[config.mk]
export PLATFORM = sky130hd
export DESIGN_NAME = mfdo_ctrl
export DESIGN_NICKNAME = d
export VERILOG_FILES = /design/src/rtl/mfdo_pkg.sv /design/src/rtl/mfdo_ctrl.sv
export SDC_FILE = /design/constraint.sdc
export NUM_CORES = 1
export LEC_CHECK = 0
export BUFFER_PORTS_ARGS = -buffer_cell sky130_fd_sc_hd__buf_2
export CAP_MARGIN = 20
export CORE_AREA = 2 2 39 41
export DETAILED_ROUTE_END_ITERATION = 10
export DIE_AREA = 0 0 41 43
export SYNTH_ARGS = -nofsm -noshare
export SYNTH_HDL_FRONTEND = slang
export SYNTH_SLANG_ARGS = --single-unit
[constraint.sdc]
create_clock -name clk -period 1 [get_ports clk]
set_clock_uncertainty 0.1 [all_clocks]
set_input_delay 0.1 -clock clk [delete_from_list [all_inputs] [get_ports clk]]
set_output_delay 0.1 -clock clk [all_outputs]
set_load 0.005 [all_outputs]
[src/rtl/mfdo_pkg.sv]
// shared types and codes for the message fifo with drop-oldest overflow
// used by the controller, the datapath, the top level and the checker
package mfdo_pkg;

  localparam logic [1:0] CMD_PUSH   = 2'd0;
  localparam logic [1:0] CMD_POP    = 2'd1;
  localparam logic [1:0] CMD_STATUS = 2'd2;

  localparam logic [1:0] KIND_PUSH   = 2'd0;
  localparam logic [1:0] KIND_POP    = 2'd1;
  localparam logic [1:0] KIND_STATUS = 2'd2;

  typedef enum logic [1:0] {
    FILL_IDLE,
    FILL_ACTIVE,
    FILL_REJECT,
    FILL_EVICT
  } fill_state_t;

  typedef enum logic [1:0] {
    ST_IDLE,
    ST_EXEC,
    ST_POP_READ,
    ST_POP_LOAD
  } state_t;

  typedef struct packed {
    logic [1:0] command;
    logic [7:0] in_byte;
    logic       end_of_message;
    logic [6:0] max_len;
  } req_t;

  typedef struct packed {
    logic [1:0] kind;
    logic [7:0] out_byte;
    logic       byte_valid;
    logic       out_last;
    logic       push_ok;
    logic       dropped;
    logic [6:0] pop_len;
    logic [4:0] entry_count;
    logic       is_empty;
  } rsp_t;

  // controller to datapath
  typedef struct packed {
    logic take;
    logic exec;
    logic pop_load;
  } ctl_t;

  // datapath to controller
  typedef struct packed {
    logic pop_stream;
    logic pop_last;
    logic out_free;
  } sts_t;

endpackage

[src/rtl/mfdo_ctrl.sv]
// sequencing state machine for the message fifo
// depends on mfdo_pkg for the state, command and status types
module mfdo_ctrl (
  input  logic          clk,
  input  logic          rst,
  input  logic          req_valid,
  output logic          req_ready,
  input  mfdo_pkg::sts_t sts,
  output mfdo_pkg::ctl_t ctl
);

  mfdo_pkg::state_t state;
  mfdo_pkg::state_t state_next;

  always_ff @(posedge clk) begin
    if (rst) begin
      state <= mfdo_pkg::ST_IDLE;
    end else begin
      state <= state_next;
    end
  end

  always_comb begin
    state_next = state;
    case (state)
      mfdo_pkg::ST_IDLE: begin
        if (req_valid) state_next = mfdo_pkg::ST_EXEC;
      end
      mfdo_pkg::ST_EXEC: begin
        if (sts.out_free) begin
          state_next = sts.pop_stream ? mfdo_pkg::ST_POP_READ : mfdo_pkg::ST_IDLE;
        end
      end
      mfdo_pkg::ST_POP_READ: begin
        state_next = mfdo_pkg::ST_POP_LOAD;
      end
      mfdo_pkg::ST_POP_LOAD: begin
        if (sts.out_free) begin
          state_next = sts.pop_last ? mfdo_pkg::ST_IDLE : mfdo_pkg::ST_POP_READ;
        end
      end
      default: begin
        state_next = mfdo_pkg::ST_IDLE;
      end
    endcase
  end

  always_comb begin
    req_ready    = 1'b0;
    ctl.take     = 1'b0;
    ctl.exec     = 1'b0;
    ctl.pop_load = 1'b0;
    case (state)
      mfdo_pkg::ST_IDLE: begin
        req_ready = 1'b1;
        ctl.take  = req_valid;
      end
      mfdo_pkg::ST_EXEC: begin
        ctl.exec = sts.out_free;
      end
      mfdo_pkg::ST_POP_LOAD: begin
        ctl.pop_load = sts.out_free;
      end
      default: begin
        req_ready = 1'b0;
      end
    endcase
  end

endmodule

==> impl_metrics.py, run 1 <==
metrics = {
    "cells_and_area": {
        "antenna_cells": 0,
        "final_cell_mix": "buf_2, clkbuf_4, buf_6",
        "drive_gt1_frac": 0.793,
        "top_register": "state",
        "layout.cells.non_filler": 45,
        "final_cell_area_um2": 269,
        "layout_commonest_cell": "buf_2",
        "nets": 37,
        "largest_reg_flops": 2,
        "area_growth_pct": 172,
        "reg_top3": "state (2)",
    },
    "power_and_ir_drop": {
        "p_leak_nw": 0.127,
        "p_total_mw": 0.351,
        "clkPwrFrac": 0.501,
        "switching_power_mw": 0.0838,
        "powerDensity_nw_per_um2": 1300,
        "p_sw_frac": 0.239,
        "p_comb_frac": 0.232,
        "seq_power_share": 0.268,
        "ir_drop_v": 0.000233,
        "internal_power_mw": 0.267,
    },
    "setup_path": {
        "cp-startpoint": "state[1]",
        "crit_type": "flip-flop to output port",
        "start_kind": "flip-flop",
        "cp.required_ns": 0.80,
        "worstRegToRegCells": 4,
        "arrival_ns": 0.89,
        "critPathMaxFanout": 4,
        "cp-endpoint": "ctl[2]",
        "crit_path_end_kind": "output port",
        "r2r_end": "state[1]",
        "r2r_setup_slack_ns": -0.02,
        "r2r_start": "state[0]",
    },
    "route": {
        "drt-pass1-iter-count": 2,
        "drt-total-wl_um": 397,
        "routed_via_density": 3.67,
        "ant_nets": 0,
        "num_vias": 165,
        "drc": 0,
        "drtIter0Drc": 4,
        "wl_per_cell_um": 8.82,
    },
    "global_route": {
        "met1_usage": 0.0382,
        "grt_use_met2": 0.0906,
        "met3_usage": 0.0157,
        "grt_first_pass_wirelength_um": 593,
        "grtUsageTotal": 0.0561,
        "grt_max_degree": 6,
        "antenna_found_initial": 0,
        "grt_overflow": 0,
        "globalRoute.busiestLayer": "met2",
        "grt_pass1_vias": 161,
    },
    "logic_synthesis": {
        "seq_area_frac_synth": 0.405,
        "synth_cells": 12,
        "yosysTopAreaCell": "dfxtp_1",
        "synthTopCellsByArea": "dfxtp_1, a41o_2, nor2_1",
        "syn_nets": 18,
        "syn_avg_cell_area_um2": 8.24,
        "synth_cell_type_count": 9,
        "yosys_warnings": 0,
        "synth.top_cell.area_share": 0.405,
        "ys_ff_latch": 2,
        "synth.cell_area_um2": 98.8,
    },
    "die": {
        "fp-row-count": 14,
        "initial_core_util": 0.0714,
        "die_width_um": 41,
        "ios": 10,
        "core_um2": 1380,
        "die_h_um": 43,
        "dieArea_um2": 1760,
    },
    "placement": {
        "gp_congestion": 0.418,
        "port_buffers": 9,
        "place_area_um2": 164,
        "dp_cells": 37,
        "place_ws_ns": 0.0582,
    },
    "timing": {
        "setup_violations": 4,
        "fmax_mhz": 919,
        "slew_headroom": 0.883,
        "fin_ws_ns": -0.0878,
        "final.min_clock_period_ns": 1.09,
        "hold_slack_ns": 0.0299,
        "rsz0062_at_grt": "true",
        "worstMarginPinSlew_ns": 0.175,
        "drv_slew": 0,
        "finalCritPeriodShare": 1.09,
        "final-hold-violation-count": 0,
    },
    "clock_tree": {
        "cts.htree.levels": 1,
        "clk_latency_ns": 0.22,
        "cts_tree": "done",
        "numCtsBuffers": 3,
        "clock-sinks": 2,
        "ctsLongestPathBuffers": 2,
        "cts_root_buf": "clkbuf_4",
        "clkTransAtPathRegs_ns": 0.03,
    },
    "flow_run": {
        "max_cap_violations": 0,
    },
    "status": {
        "violations": "setup timing",
        "status": "complete, but fails checks",
    },
    "hold_path": {
        "hp-class": "input port to flip-flop",
        "min_path_cells": 3,
    },
}
power by group through the flow:
stage / clock, mW / combinational, mW / sequential [mW]
floorplan: 0 / 0.0176 / 0.0934
global placement: 0 / 0.0412 / 0.0953
detailed placement: 0 / 0.0416 / 0.0953
CTS: 0.189 / 0.0635 / 0.0909
global route: 0.205 / 0.0893 / 0.0949
finish: 0.176 / 0.0813 / 0.0939
worst max-delay path: stages, from the launching register on:
cell,delay [ns]
dfxtp_4,0.35
nor2_4,0.10
and2_1,0.12
buf_2,0.10
worst min-delay path by stage:
stage / start / to / slack [ns]
6_report: sts[2] / state[1] / 0.03
5_1_grt: sts[2] / state[1] / 0.04
4_1_cts: sts[0] / state[0] / 0.02
3_5_place_dp: rst / state[0] / 0.19
3_3_place_gp: rst / state[0] / 0.19
2_1_floorplan: rst / state[0] / 0.08
through the flow:
step                setup TNS (ns)   util
global placement                 0  0.118
CTS                         -0.238  0.173
detailed placement               0  0.118
global route                -0.454  0.194
floorplan                        0      -
finish                      -0.185  0.194
cells in the mapped netlist (all sizes together):
cell type / instances
nand2: 1
a31oi: 1
a41o: 1
and3: 1
nor2: 3
dfxtp: 2
and2: 1
nor3: 1
a211oi: 1
kinds of logic (layout without fill, tap and decap cells):
logic type,Yosys count,count (layout),synth area share
AOI/OAI and AO/OA,3,3,0.253
DFF,2,2,0.405
buffers and inverters,0,17,0
and+or+nand+nor,7,7,0.342
final cells by class:
type                            instances  area [µm²]
Timing Repair Buffer                   14        98.8
Tap cell                               16        20.0
Sequential cell                         2        47.5
Clock buffer                            3        22.5
Multi-Input combinational cell         10        80.1
Fill cell                             162        1110
timing repair:
action | in CTS | in global routing
setup endpoints to repair | 4 | 6
setup buffers | 3 | 1
hold buffers | 1 | 0
gates resized for setup | 7 | 5
pin swaps | 3 | 4
endpoints found under the hold margin | 1 | 0
layer usage:
layer,vias up,part of all wire
met5,-,0
met4,0,0
met2,7,0.62
li1,81,-
met3,0,0.078
met1,77,0.30
No activity file was read; power rests on OpenSTA's default activity.
==> run 2: changes to the inputs <==
==> constraint.sdc (replaced) <==
create_clock -name clk -period 1 [get_ports clk]
set_clock_uncertainty 0.1 [all_clocks]
set_input_delay 0.15 -clock clk [delete_from_list [all_inputs] [get_ports clk]]
set_output_delay 0.15 -clock clk [all_outputs]
set_load 0.005 [all_outputs]
==> impl_metrics.py, run 2 (same netlist as run 1, synthesis figures left out) <==
metrics = {
    "status": {
        "status": "complete, but fails checks",
        "violations": "setup timing",
    },
    "setup_path": {
        "arrival_ns": 0.90,
        "crit_type": "flip-flop to output port",
        "start_kind": "flip-flop",
        "crit_path_end_kind": "output port",
        "cp.required_ns": 0.75,
        "critPathMaxFanout": 5,
    },
    "die": {
        "dieArea_um2": 1760,
        "die_h_um": 43,
        "initial_core_util": 0.0714,
        "fp-row-count": 14,
        "die_width_um": 41,
        "ios": 10,
        "core_um2": 1380,
    },
    "cells_and_area": {
        "top_register": "state",
        "final_cell_mix": "buf_2, clkbuf_4, nor2_1, buf_4, dfxtp_4",
        "nets": 35,
        "antenna_cells": 0,
        "layout.cells.non_filler": 43,
        "reg_top3": "state (2)",
        "final_cell_area_um2": 235,
        "fill_cells": 160,
        "largest_reg_flops": 2,
        "area_growth_pct": 138,
        "drive_gt1_frac": 0.741,
        "layout_commonest_cell": "buf_2",
    },
    "timing": {
        "hold_slack_ns": 0.0666,
        "final-hold-violation-count": 0,
        "slew_headroom": 0.865,
        "setup_violations": 5,
        "finalCritPeriodShare": 1.15,
        "rsz0062_at_grt": "true",
        "setup_tns_ns": -0.428,
        "fmax_mhz": 872,
        "fin_ws_ns": -0.147,
        "final.min_clock_period_ns": 1.15,
        "worstMarginPinSlew_ns": 0.201,
        "drv_slew": 0,
    },
    "clock_tree": {
        "clk_latency_ns": 0.23,
        "cts.htree.levels": 1,
        "clock-sinks": 2,
        "cts_root_buf": "clkbuf_4",
        "numCtsBuffers": 3,
        "clkTransAtPathRegs_ns": 0.03,
        "ctsLongestPathBuffers": 2,
        "cts_tree": "done",
    },
    "route": {
        "ant_nets": 0,
        "drt-pass1-iter-count": 4,
        "drc": 0,
        "wl_per_cell_um": 9.02,
        "num_vias": 168,
        "routed_via_density": 3.91,
        "drt-total-wl_um": 388,
        "drtIter0Drc": 3,
    },
    "global_route": {
        "grt_overflow": 0,
        "grtUsageTotal": 0.0460,
        "globalRoute.busiestLayer": "met2",
        "met1_usage": 0.0318,
        "met3_usage": 0.0314,
        "antenna_found_initial": 0,
        "grt_max_degree": 7,
        "grt_use_met2": 0.0656,
        "grt_pass1_vias": 130,
        "grt_first_pass_wirelength_um": 469,
    },
    "hold_path": {
        "hp-class": "input port to flip-flop",
    },
    "flow_run": {
        "max_cap_violations": 0,
    },
    "placement": {
        "gp_congestion": 0.438,
        "port_buffers": 9,
        "dp_cells": 37,
        "place_area_um2": 164,
        "place_ws_ns": 0.0159,
    },
    "power_and_ir_drop": {
        "ir_drop_v": 0.000201,
        "p_leak_nw": 0.115,
        "powerDensity_nw_per_um2": 1460,
    },
}
[run 2: cell type report]
cell class                      count  area [µm²]  area share
Sequential cell                     2        47.5       0.202
Timing Repair Buffer               12        76.3       0.324
Tap cell                           16        20.0      0.0851
Multi-Input combinational cell     10        68.8       0.293
Clock buffer                        3        22.5      0.0957
[run 2: routing by layer]
metal,wire length [µm],part of all wire
met5,0,0
met4,0,0
met3,42,0.11
met2,201,0.52
met1,143,0.37
[run 2: critical path: stages (launching register included)]
cell	delay [ns]
dfxtp_4	0.35
nor2_4	0.10
and2_4	0.14
buf_6	0.08
[run 2: where the power goes]
group	internal, mW	total, mW	switching (mW)
combinational	0.0443	0.0692	0.0250
clock	0.133	0.180	0.0470
sequential	0.0849	0.0945	0.00966
[run 2: per-stage QoR]
| step | power [mW] | util |
|---|---|---|
| final | 0.343 | 0.170 |
| after global routing | 0.367 | 0.170 |
| after CTS | 0.341 | 0.158 |
| after detailed placement | 0.137 | 0.118 |
| after global placement | 0.137 | 0.118 |
| after floorplan | 0.111 | - |
[run 2: final timing paths]
kind / start / to / slack [ns] / cells past startpoint
hold / removal: rst / state[1] / 0.07 / 3
hold reg to reg: state[1] / state[1] / 0.44 / 2
setup reg to reg: state[0] / state[0] / 0.02 / 3
setup / recovery: state[0] / ctl[2] / -0.15 / 3
[run 2: timing repair]
item	CTS	global route
setup buffers	2	0
endpoints found under the setup margin	4	5
endpoints found under the hold margin	1	0
pin swaps	0	2
resized for setup	4	4
hold buffers	1	0
